[src/sv/dual_bar_graph_glyph_builder_unit_macros.svh]
// Assertion macros shared by the glyph builder RTL.
`ifndef DUAL_BAR_GRAPH_GLYPH_BUILDER_UNIT_MACROS_SVH
`define DUAL_BAR_GRAPH_GLYPH_BUILDER_UNIT_MACROS_SVH

`ifndef SYNTHESIS

// Checks a property on every clock edge outside reset.
`define DBG_ASSERT(lbl, prop, msg) \
  lbl: assert property (@(posedge clk_i) disable iff (!rst_ni) (prop)) else $error(msg);

// Checks a property on every clock edge, reset included.
`define DBG_ASSERT_ALWAYS(lbl, prop, msg) \
  lbl: assert property (@(posedge clk_i) (prop)) else $error(msg);

`else

`define DBG_ASSERT(lbl, prop, msg)
`define DBG_ASSERT_ALWAYS(lbl, prop, msg)

`endif

`endif

[src/sv/dbg_pkg.sv]
package dbg_pkg;

  // Fixed field widths.
  localparam int SPAN_W = 8;
  localparam int IDX_W = 4;
  localparam int PAT_W = 8;

  // A clamped span covers at most 16 digits, so its digit number needs 5 bits.
  localparam int SPAN_DIG_W = 5;
  localparam int STEP_W = 3;
  localparam int STEPS_PER_DIGIT = 5;

  localparam int NUM_DIGITS_DEF = 12;

  // A level or tick position split into digit and step within the digit.
  typedef struct packed {
    logic                  en;
    logic [SPAN_DIG_W-1:0] dig;
    logic [STEP_W-1:0]     step;
  } span_split_t;

endpackage

[src/sv/dbg_span_split.sv]
module dbg_span_split #(
  parameter int NUM_DIGITS = dbg_pkg::NUM_DIGITS_DEF
) (
  input  logic [dbg_pkg::SPAN_W-1:0] span_i,
  input  logic                       tick_i,
  output dbg_pkg::span_split_t       split_o
);
  import dbg_pkg::*;

  localparam logic [SPAN_W-1:0] Lim = SPAN_W'(STEPS_PER_DIGIT * NUM_DIGITS);

  logic [SPAN_W-1:0]     clamped;
  logic [SPAN_W-1:0]     pos;
  logic [2*SPAN_W-1:0]   prod;
  logic [SPAN_DIG_W-1:0] quo;
  logic [SPAN_W-1:0]     quo5;
  logic [SPAN_W-1:0]     rem;

  // Saturate to the display width; a tick position counts from one.
  assign clamped = (span_i > Lim) ? Lim : span_i;
  assign pos = clamped - SPAN_W'(tick_i);

  // Divide by five through the reciprocal 205/1024, exact for 8-bit values.
  assign prod = {{SPAN_W{1'b0}}, pos} * (2*SPAN_W)'(205);
  assign quo = prod[10 +: SPAN_DIG_W];
  assign quo5 = {1'b0, quo, 2'b00} + {3'b000, quo};
  assign rem = pos - quo5;

  // A tick at position zero means no tick at all.
  assign split_o.en = !tick_i || (clamped != '0);
  assign split_o.dig = quo;
  assign split_o.step = rem[STEP_W-1:0];

endmodule

[src/sv/dual_bar_graph_glyph_builder_unit.sv]
// The first result of an item passes the hold register and then the result register before it is valid.
// Each item yields one result per digit, NUM_DIGITS in all, stepped by the digit counter while the output is free.
// The next item is taken in the cycle that the last digit of the current one is issued.
// Reset (rst_ni low, asynchronous) empties the hold and output registers and clears
// the digit counter; no result is pending after reset.
`include "dual_bar_graph_glyph_builder_unit_macros.svh"

module dual_bar_graph_glyph_builder_unit #(
  parameter int NUM_DIGITS = dbg_pkg::NUM_DIGITS_DEF
) (
  input  logic                       clk_i,
  input  logic                       rst_ni,
  input  logic                       in_valid_i,
  output logic                       in_ready_o,
  input  logic [dbg_pkg::SPAN_W-1:0] top_level_i,
  input  logic [dbg_pkg::SPAN_W-1:0] bottom_level_i,
  input  logic [dbg_pkg::SPAN_W-1:0] top_peak_i,
  input  logic [dbg_pkg::SPAN_W-1:0] bottom_peak_i,
  output logic                       out_valid_o,
  input  logic                       out_ready_i,
  output logic [dbg_pkg::IDX_W-1:0]  digit_index_o,
  output logic [dbg_pkg::PAT_W-1:0]  first_pattern_byte_o,
  output logic [dbg_pkg::PAT_W-1:0]  second_pattern_byte_o,
  output logic                       final_digit_o
);
  import dbg_pkg::*;

  localparam logic [IDX_W-1:0] LastIdx = IDX_W'(NUM_DIGITS - 1);

  // Full-digit bar pattern for steps of zero, partial pattern otherwise.
  function automatic logic [2*PAT_W-1:0] bar_bytes(input logic row,
                                                  input logic [STEP_W-1:0] steps);
    logic [2*PAT_W-1:0] res;
    res = '0;
    if (!row) begin
      unique case (steps)
        3'd0:    res = {8'h84, 8'h83};
        3'd1:    res = {8'h80, 8'h00};
        3'd2:    res = {8'h80, 8'h80};
        3'd3:    res = {8'h80, 8'h81};
        3'd4:    res = {8'h80, 8'h83};
        default: res = '0;
      endcase
    end else begin
      unique case (steps)
        3'd0:    res = {8'h48, 8'h38};
        3'd1:    res = {8'h40, 8'h00};
        3'd2:    res = {8'h40, 8'h20};
        3'd3:    res = {8'h40, 8'h30};
        3'd4:    res = {8'h40, 8'h38};
        default: res = '0;
      endcase
    end
    return res;
  endfunction

  // Single tick pattern at one step within a digit.
  function automatic logic [2*PAT_W-1:0] tick_bytes(input logic row,
                                                   input logic [STEP_W-1:0] step);
    logic [2*PAT_W-1:0] res;
    res = '0;
    if (!row) begin
      unique case (step)
        3'd0:    res = {8'h80, 8'h00};
        3'd1:    res = {8'h00, 8'h80};
        3'd2:    res = {8'h00, 8'h01};
        3'd3:    res = {8'h00, 8'h02};
        3'd4:    res = {8'h04, 8'h00};
        default: res = '0;
      endcase
    end else begin
      unique case (step)
        3'd0:    res = {8'h40, 8'h00};
        3'd1:    res = {8'h00, 8'h20};
        3'd2:    res = {8'h00, 8'h10};
        3'd3:    res = {8'h00, 8'h08};
        3'd4:    res = {8'h08, 8'h00};
        default: res = '0;
      endcase
    end
    return res;
  endfunction

  // Bar contribution of one row for the given digit.
  function automatic logic [2*PAT_W-1:0] bar_for(input logic row,
                                                input span_split_t lvl,
                                                input logic [SPAN_DIG_W-1:0] dig);
    logic [2*PAT_W-1:0] res;
    res = '0;
    if (dig < lvl.dig) begin
      res = bar_bytes(row, '0);
    end else if ((dig == lvl.dig) && (lvl.step != '0)) begin
      res = bar_bytes(row, lvl.step);
    end
    return res;
  endfunction

  // Tick contribution of one row for the given digit.
  function automatic logic [2*PAT_W-1:0] tick_for(input logic row,
                                                 input span_split_t pk,
                                                 input logic [SPAN_DIG_W-1:0] dig);
    logic [2*PAT_W-1:0] res;
    res = '0;
    if (pk.en && (dig == pk.dig)) begin
      res = tick_bytes(row, pk.step);
    end
    return res;
  endfunction

  span_split_t top_lvl_s, bot_lvl_s, top_pk_s, bot_pk_s;
  span_split_t top_lvl_q, bot_lvl_q, top_pk_q, bot_pk_q;

  logic               hold_vld_q, hold_vld_d;
  logic [IDX_W-1:0]   cnt_q, cnt_d;
  logic               out_vld_q, out_vld_d;
  logic [IDX_W-1:0]   idx_q;
  logic [2*PAT_W-1:0] pat_q, pat_d;
  logic               fin_q;

  logic               out_free;
  logic               adv;
  logic               last;
  logic               in_acc;
  logic [SPAN_DIG_W-1:0] cur_dig;

  // Clamp and split each field into digit and step as the item arrives.
  dbg_span_split #(.NUM_DIGITS(NUM_DIGITS)) u_top_lvl (
    .span_i(top_level_i), .tick_i(1'b0), .split_o(top_lvl_s)
  );
  dbg_span_split #(.NUM_DIGITS(NUM_DIGITS)) u_bot_lvl (
    .span_i(bottom_level_i), .tick_i(1'b0), .split_o(bot_lvl_s)
  );
  dbg_span_split #(.NUM_DIGITS(NUM_DIGITS)) u_top_pk (
    .span_i(top_peak_i), .tick_i(1'b1), .split_o(top_pk_s)
  );
  dbg_span_split #(.NUM_DIGITS(NUM_DIGITS)) u_bot_pk (
    .span_i(bottom_peak_i), .tick_i(1'b1), .split_o(bot_pk_s)
  );

  // Handshake: a held item issues one digit whenever the output register frees up.
  assign out_free = !out_vld_q || out_ready_i;
  assign adv = hold_vld_q && out_free;
  assign last = (cnt_q == LastIdx);
  assign in_ready_o = !hold_vld_q || (adv && last);
  assign in_acc = in_valid_i && in_ready_o;

  // Next control state.
  always_comb begin
    hold_vld_d = hold_vld_q;
    cnt_d = cnt_q;
    if (adv) begin
      cnt_d = last ? '0 : cnt_q + 1'b1;
      if (last) begin
        hold_vld_d = 1'b0;
      end
    end
    if (in_acc) begin
      hold_vld_d = 1'b1;
    end
    out_vld_d = adv ? 1'b1 : (out_ready_i ? 1'b0 : out_vld_q);
  end

  // Glyph bytes of the current digit: OR of both bars and both ticks.
  assign cur_dig = {1'b0, cnt_q};
  assign pat_d = bar_for(1'b0, top_lvl_q, cur_dig) | bar_for(1'b1, bot_lvl_q, cur_dig)
               | tick_for(1'b0, top_pk_q, cur_dig) | tick_for(1'b1, bot_pk_q, cur_dig);

  // Control registers.
  always_ff @(posedge clk_i or negedge rst_ni) begin
    if (!rst_ni) begin
      hold_vld_q <= 1'b0;
      cnt_q <= '0;
      out_vld_q <= 1'b0;
    end else begin
      hold_vld_q <= hold_vld_d;
      cnt_q <= cnt_d;
      out_vld_q <= out_vld_d;
    end
  end

  // Hold register for the split item.
  always_ff @(posedge clk_i) begin
    if (in_acc) begin
      top_lvl_q <= top_lvl_s;
      bot_lvl_q <= bot_lvl_s;
      top_pk_q <= top_pk_s;
      bot_pk_q <= bot_pk_s;
    end
  end

  // Result register.
  always_ff @(posedge clk_i) begin
    if (adv) begin
      idx_q <= cnt_q;
      pat_q <= pat_d;
      fin_q <= last;
    end
  end

  assign out_valid_o = out_vld_q;
  assign digit_index_o = idx_q;
  assign first_pattern_byte_o = pat_q[PAT_W +: PAT_W];
  assign second_pattern_byte_o = pat_q[0 +: PAT_W];
  assign final_digit_o = fin_q;

  // The final mark sits exactly on the last digit.
  `DBG_ASSERT(a_final_on_last, out_valid_o |-> (final_digit_o == (digit_index_o == LastIdx)), "final mark on wrong digit")
  // The digit counter moves only when a digit is issued.
  `DBG_ASSERT(a_cnt_moves_on_adv, !adv |=> $stable(cnt_q), "digit counter moved without issue")
  // With no item held the counter rests at digit zero.
  `DBG_ASSERT(a_cnt_idle_zero, !hold_vld_q |-> (cnt_q == '0), "digit counter not at zero while idle")
  // No result is presented while reset is applied.
  `DBG_ASSERT_ALWAYS(a_reset_no_out, !rst_ni |-> !out_valid_o, "result valid during reset")

endmodule
[config.mk]
export PLATFORM = sky130hd
export DESIGN_NAME = dual_bar_graph_glyph_builder_unit
export DESIGN_NICKNAME = d
export VERILOG_FILES = /design/src/sv/dbg_pkg.sv /design/src/sv/dbg_span_split.sv /design/src/sv/dual_bar_graph_glyph_builder_unit.sv
export VERILOG_INCLUDE_DIRS = /design/src /design/src/sv
export SDC_FILE = /design/constraint.sdc
export NUM_CORES = 1
export LEC_CHECK = 0
export ABC_CLOCK_PERIOD_IN_PS = 2700
export BUFFER_PORTS_ARGS = -buffer_cell sky130_fd_sc_hd__buf_2
export CAP_MARGIN = 10
export CORE_UTILIZATION = 57
export DETAILED_ROUTE_END_ITERATION = 8
export PLACE_DENSITY = 0.73
export SLEW_MARGIN = 5
export SYNTH_ARGS = -nofsm -noshare
export SYNTH_HDL_FRONTEND = slang
export SYNTH_SLANG_ARGS = --single-unit
[constraint.sdc]
create_clock -name clk_i -period 2.7 [get_ports clk_i]
set_input_delay 0.135 -clock clk_i [delete_from_list [all_inputs] [get_ports clk_i]]
set_output_delay 0.135 -clock clk_i [all_outputs]
set_load 0.1 [all_outputs]
==> results.json, run 1 <==
{
  "start_kind": "input pin",
  "hold_violations": 0,
  "synth_edf_count": 49,
  "cp_slowest_cell": "fa_1",
  "hp-class": "in -> reg",
  "dp_slack_ps": -2780,
  "fin_crit_ps": 5100,
  "wl_met1_um": 6810,
  "grt_remaining_overflow": 0,
  "place_congestion": 0.878,
  "dieArea_um2": 13000,
  "seq_area_frac_synth": 0.226,
  "max-vdd-ir-drop_mv": 0.491,
  "slew_headroom": 0.573,
  "drc_errors": 0,
  "final_antenna_net_count": 0,
  "postSynthCellCount": 732,
  "row_count": 40,
  "grt_pass1_vias": 6378,
  "cp-end-kind": "flop",
  "ios": 59,
  "final_common_cell": "buf_4",
  "slew_violations": 0,
  "multi_input_area_um2": 5930,
  "vias_per_cell": 5.18,
  "period_share": 1.89,
  "start_util": 0.590,
  "htree_levels": 2,
  "critPathKind": "in -> reg",
  "antenna_found_initial": 0,
  "cap_viol_max_count": 0,
  "critPathMaxStageDelay_ps": 500,
  "seq_area_um2": 1620,
  "violations": "setup timing",
  "routed_wl_um": 17600,
  "antenna_cells": 0,
  "core_region_area_um2": 12200,
  "nets": 1229,
  "cts_tree": "built",
  "grt_max_degree": 21,
  "worstPathMaxFanout": 4,
  "power_density_nw_per_um2": 803,
  "yosysWarningCount": 0,
  "area_growth_pct": 44.0,
  "setup_ws_ps": -2400,
  "wl_met2_um": 9710,
  "die_width_um": 114,
  "fmax_mhz": 196,
  "clk_path_buf_depth": 2,
  "clk_pin_slew_ps": 70,
  "synth_area_leaders": "ha_1 29%, edfxtp_1 21%, fa_1 13%, inv_1 9.4%, xnor2_1 4.4%",
  "num_vias": 5935,
  "place_hpwl_um": 13400,
  "die_y_um": 114,
  "clock-sinks": 55,
  "status": "complete, but fails checks",
  "dpl.cell_count": 1098,
  "tightest_slew_ps": 624,
  "synth_top_area_frac": 0.293,
  "synth_flop_cell": "edfxtp_1",
  "rsz0062_at_grt": "true",
  "route.met3.wl_um": 563,
  "synth.largest_area_cell": "ha_1",
  "dpl_cell_area_um2": 9160,
  "synth.distinct_cells": 52,
  "clk_latency_ps": 300,
  "worst_path_most_repeated_cell": "ha_4",
  "crit_arrival_ps": 5150,
  "layout-drive-gt1-share": 0.398,
  "finalClockSkew_ps": 9.50,
  "io_buffers": 52,
  "drt_first_pass_iters": 4,
  "cts_buffers": 5,
  "p_leak_nw": 5.00,
  "power.total_mw": 8.30,
  "grt_pass1_wl_um": 28200,
  "syn_avg_cell_area_um2": 9.80,
  "layout_common_cells": "160 x buf_4, 152 x inv_1, 128 x ha_1",
  "ys_ff_latch": 55,
  "fillers": 645,
  "syn-cell-area_um2": 7170,
  "first_iter_violations": 242,
  "final_cells": 1146,
  "dr.max_layer_used": "met4",
  "crit_required_ps": 2750,
  "wl_per_cell_um": 15.4,
  "finalSetupViolCount": 32,
  "cts-root-buf": "clkbuf_16",
  "synthArstFlopShare": 0.109,
  "grt_util_all_layers": 0.275,
  "fin_area_um2": 10300
}
[cells by family (layout without fill, tap and decap cells)]
kind of cell / count (synthesis) / in the layout / synth area share
DFF: 55 / 55 / 0.226
buffers and inverters: 187 / 413 / 0.101
and+or+nand+nor: 136 / 136 / 0.0993
AOI/OAI and AO/OA: 73 / 73 / 0.0682
xor gates and xnor gates: 62 / 62 / 0.0757
other: 2 / 22 / 0.00105
muxes: 1 / 1 / 0.00157
adders and majority gates: 216 / 216 / 0.427
[registers in the layout, summed over array words and instances (netlist names)]
name,flops
pat_q,10
bot_pk_q,9
top_pk_q,9
bot_lvl_q,8
top_lvl_q,8
cnt_q,4
digit_index_o,4
final_digit_o,1
hold_vld_q,1
out_valid_o,1
[metal layers]
layer  vias up  global-route usage
li1       2902                   -
met5         -                   0
met4         0              0.0952
met1      2854               0.308
met3        40              0.0281
met2       139               0.538
[path summary, 6_finish.rpt]
check	from	end	slack, ps	depth (start not counted)
max	top_peak_i[3]	top_pk_q[2]$_DFFE_PP_	-2400	26
min	in_valid_i	hold_vld_q$_DFFE_PN0P_	40	2
max reg2reg	cnt_q[2]$_DFFE_PN0P_	pat_q[4]$_DFFE_PP_	380	7
min reg2reg	out_valid_o$_DFFE_PN0P_	out_valid_o$_DFFE_PN0P_	520	2
max in group asynchronous	rst_ni	hold_vld_q$_DFFE_PN0P_	2330	2
min in group asynchronous	rst_ni	out_valid_o$_DFFE_PN0P_	200	2
[report_power, final]
| group | switching (mW) | total [mW] | internal, mW |
|---|---|---|---|
| clock | 0.333 | 0.693 | 0.360 |
| combinational | 3.22 | 6.07 | 2.85 |
| sequential | 0.147 | 1.53 | 1.39 |
| total | 3.70 | 8.30 | 4.60 |
[cell usage after synthesis (all sizes together), types with 2 or more instances]
cell / number
inv: 179
ha: 168
edfxtp: 49
fa: 48
xnor2: 36
nand2: 32
xor2: 26
a21oi: 21
nor2: 19
nand3: 17
o21ai: 14
or3: 13
nand4: 10
nor3: 10
nand2b: 9
and2: 8
buf: 7
a21o: 6
dfrtp: 6
nand3b: 4
nor4: 4
o211ai: 4
o21bai: 4
a211oi: 3
a31oi: 3
o21a: 3
a2111oi: 2
a221oi: 2
a2bb2oi: 2
a31o: 2
conb: 2
nor2b: 2
o22ai: 2
or4b: 2
[critical path, delay by kind of cell]
family,cells,cell delay (ps)
AOI/OAI and AO/OA,3,690
adders and majority gates,7,2220
xor gates and xnor gates,5,770
and+or+nand+nor,7,1100
buffers and inverters,4,220
[stage by stage]
stage | TNS, ps | utilization | hold slack [ps]
2_1_floorplan | -46300 | - | -161
3_3_place_gp | -55460 | 0.753 | -27.0
3_5_place_dp | -58670 | 0.753 | -25.5
4_1_cts | -45010 | 0.819 | 36.9
5_1_grt | -50030 | 0.849 | 46.2
6_report | -45480 | 0.849 | 37.0
[area by class of cell]
class                      instances  share of cell area
timing repair buffer             226               0.169
sequential                        55               0.157
inverter                         179              0.0653
clock inverter                     3             0.00303
tap                              168              0.0204
multi-input combinational        510               0.574
clock buffer                       5              0.0121
[repair_timing]
item	in CTS	in global routing
pin swaps	47	37
gates cloned	0	0
hold endpoints to repair	6	0
hold buffers	1	0
gates resized for setup	78	49
buffers inserted	30	17
endpoints found under the setup margin	32	32
(Power assumes the default switching activity.)
==> run 2: changes to the inputs <==
--- a/config.mk
+++ b/config.mk
@@ -12,6 +12,7 @@
 export CORE_UTILIZATION = 57
 export DETAILED_ROUTE_END_ITERATION = 8
 export PLACE_DENSITY = 0.73
+export SKIP_LAST_GASP = 1
 export SLEW_MARGIN = 5
 export SYNTH_ARGS = -nofsm -noshare
 export SYNTH_HDL_FRONTEND = slang
==> constraint.sdc (replaced) <==
create_clock -name clk_i -period 2.7 [get_ports clk_i]
set_input_delay 0.27 -clock clk_i [delete_from_list [all_inputs] [get_ports clk_i]]
set_output_delay 0.27 -clock clk_i [all_outputs]
set_load 0.1 [all_outputs]
==> run 2 against run 1 <==
Effect of this change:
- the run still ends with setup timing left
- final cell count rose by 0.26%
- cell area hardly changed
- sequential power hardly changed
- critical endpoint unchanged
==> results.json, run 2 (same netlist as run 1, synthesis figures left out) <==
{
  "status": "complete, but fails checks",
  "violations": "setup timing",
  "largest_register": "pat_q",
  "grt_util_all_layers": 0.279,
  "num_vias": 6077,
  "die_y_um": 114,
  "crit_arrival_ps": 5300,
  "vias_per_cell": 5.29,
  "finalSetupViolCount": 32,
  "finalClockSkew_ps": 9.94,
  "fin_crit_ps": 5240,
  "critPathMaxStageDelay_ps": 570,
  "drt_first_pass_iters": 4,
  "clock-sinks": 55,
  "cts_buffers": 5,
  "routed_wl_um": 18900,
  "p_leak_nw": 5.02,
  "slew_headroom": 0.506,
  "dr.max_layer_used": "met4",
  "reg2reg_slack_ps": 450,
  "cp-end-kind": "flop",
  "clk_pin_slew_ps": 80,
  "cts-root-buf": "clkbuf_16",
  "row_count": 40,
  "antenna_cells": 0,
  "fin_area_um2": 10300,
  "clk_latency_ps": 300,
  "tightest_slew_ps": 740,
  "hold_violations": 0,
  "layout_common_cells": "168 x buf_4, 151 x inv_1, 132 x ha_1",
  "power_density_nw_per_um2": 807,
  "crit_path_end": "top_pk_q[2]$_DFFE_PP_",
  "grt_remaining_overflow": 0,
  "dpl_cell_area_um2": 9160,
  "place_hpwl_um": 13400,
  "wl_per_cell_um": 16.5,
  "fmax_mhz": 191,
  "crit_required_ps": 2760,
  "start_kind": "input pin",
  "reg_top3": "pat_q: 10 flops, bot_pk_q: 9 flops, top_pk_q: 9 flops",
  "final_antenna_net_count": 0,
  "htree_levels": 2,
  "crit_chain": "buf_2 -> nor2_2 -> o21a_2 -> nand2_4 -> ha_4 -> xnor2_2 -> ha_1 -> inv_1 -> fa_1 -> fa_1 -> inv_1 -> ha_1 -> ha_1 -> nand3_4 -> o221ai_4 -> a211oi_4 -> and2b_1 -> nor2_2 -> xnor2_2 -> fa_2 -> xor2_1 -> xnor2_1 -> xnor2_1",
  "critPathKind": "in -> reg",
  "nets": 1232,
  "grt_pass1_vias": 6488,
  "final_common_cell": "buf_4",
  "area_growth_pct": 43.9,
  "layout-drive-gt1-share": 0.399,
  "dieArea_um2": 13000,
  "clk_path_buf_depth": 2,
  "ios": 59,
  "worst_path_most_repeated_cell": "ha_1",
  "r2r_start": "cnt_q[0]$_DFFE_PN0P_",
  "final_cells": 1149,
  "hp-class": "in -> reg",
  "grt_pass1_wl_um": 28700,
  "wl_met1_um": 7030,
  "fin_tns_setup_ps": -50290,
  "grt_max_degree": 21,
  "reg2reg_to": "pat_q[4]$_DFFE_PP_",
  "cp_slowest_cell": "fa_1",
  "antenna_found_initial": 0,
  "max-vdd-ir-drop_mv": 0.471,
  "route.met3.wl_um": 745,
  "drc_errors": 0,
  "cts_tree": "built",
  "core_region_area_um2": 12200,
  "slew_violations": 0,
  "worstRegToRegCells": 7,
  "die_width_um": 114,
  "largest_reg_flops": 10,
  "fillers": 628,
  "rsz0062_at_grt": "true",
  "worstPathMaxFanout": 4,
  "crit_start": "top_peak_i[0]",
  "first_iter_violations": 216,
  "period_share": 1.94,
  "wl_met2_um": 10600,
  "setup_ws_ps": -2540,
  "dpl.cell_count": 1097,
  "io_buffers": 52,
  "final_util": 0.848,
  "start_util": 0.590,
  "cap_viol_max_count": 0,
  "hold-worst-slack_ps": 163,
  "place_congestion": 0.878
}
-- run 2: cell types whose count changed in the layout (fill, tap and decap cells not counted), sizes merged --
cell and delta:
buf +3, clkinv -1, inv +1
-- run 2: worst min path at each step --
stage               start                 endpoint  slack (ps)  cells past startpoint
2_1_floorplan      rst_ni     cnt_q[0]$_DFFE_PN0P_         -30                      0
3_3_place_gp       rst_ni  out_valid_o$_DFFE_PN0P_         110                      1
3_5_place_dp       rst_ni  out_valid_o$_DFFE_PN0P_         110                      1
4_1_cts        in_valid_i   hold_vld_q$_DFFE_PN0P_         160                      2
5_1_grt        in_valid_i   hold_vld_q$_DFFE_PN0P_         170                      2
6_report       in_valid_i   hold_vld_q$_DFFE_PN0P_         160                      2
-- run 2: what timing repair did --
action,in CTS,in global routing
gates cloned,0,0
endpoints found under the setup margin,32,32
setup buffers,32,21
hold endpoints to repair,6,0
hold buffers,1,0
pin swaps,48,66
resized for setup,72,58
-- run 2: final cells by class --
type | count | area, µm² | share of cell area
Multi-Input combinational cell | 510 | 5900 | 0.571
Timing Repair Buffer | 229 | 1760 | 0.171
Sequential cell | 55 | 1620 | 0.157
Inverter | 179 | 674 | 0.0654
Tap cell | 168 | 210 | 0.0204
Clock buffer | 5 | 125 | 0.0121
Clock inverter | 3 | 28.8 | 0.00279
-- run 2: layer usage --
metal  track usage  vias up
met1         0.307     2947
met3        0.0339       50
met4         0.122        0
met5             0        -
li1              -     2896
met2         0.536      184
-- run 2: through the flow --
step / power (mW) / setup WS [ps]
after detailed placement: 6.52 / -2960
final: 8.32 / -2540
after CTS: 7.76 / -2510
after global routing: 8.94 / -2790
after global placement: 6.28 / -2800
after floorplan: 4.98 / -2570
-- run 2: critical path: cells and delay by family --
| kind | cells | cell delay, ps |
|---|---|---|
| AOI/OAI and AO/OA | 3 | 640 |
| adders and majority gates | 7 | 2530 |
| xor gates and xnor gates | 5 | 850 |
| buffers and inverters | 3 | 280 |
| and+or+nand+nor | 5 | 740 |
-- run 2: power breakdown --
group	switching (mW)	leakage (nW)	internal (mW)	total [mW]
Clock	0.340	0.0767	0.359	0.698
Sequential	0.146	0.508	1.39	1.53
Combinational	3.29	4.43	2.80	6.09
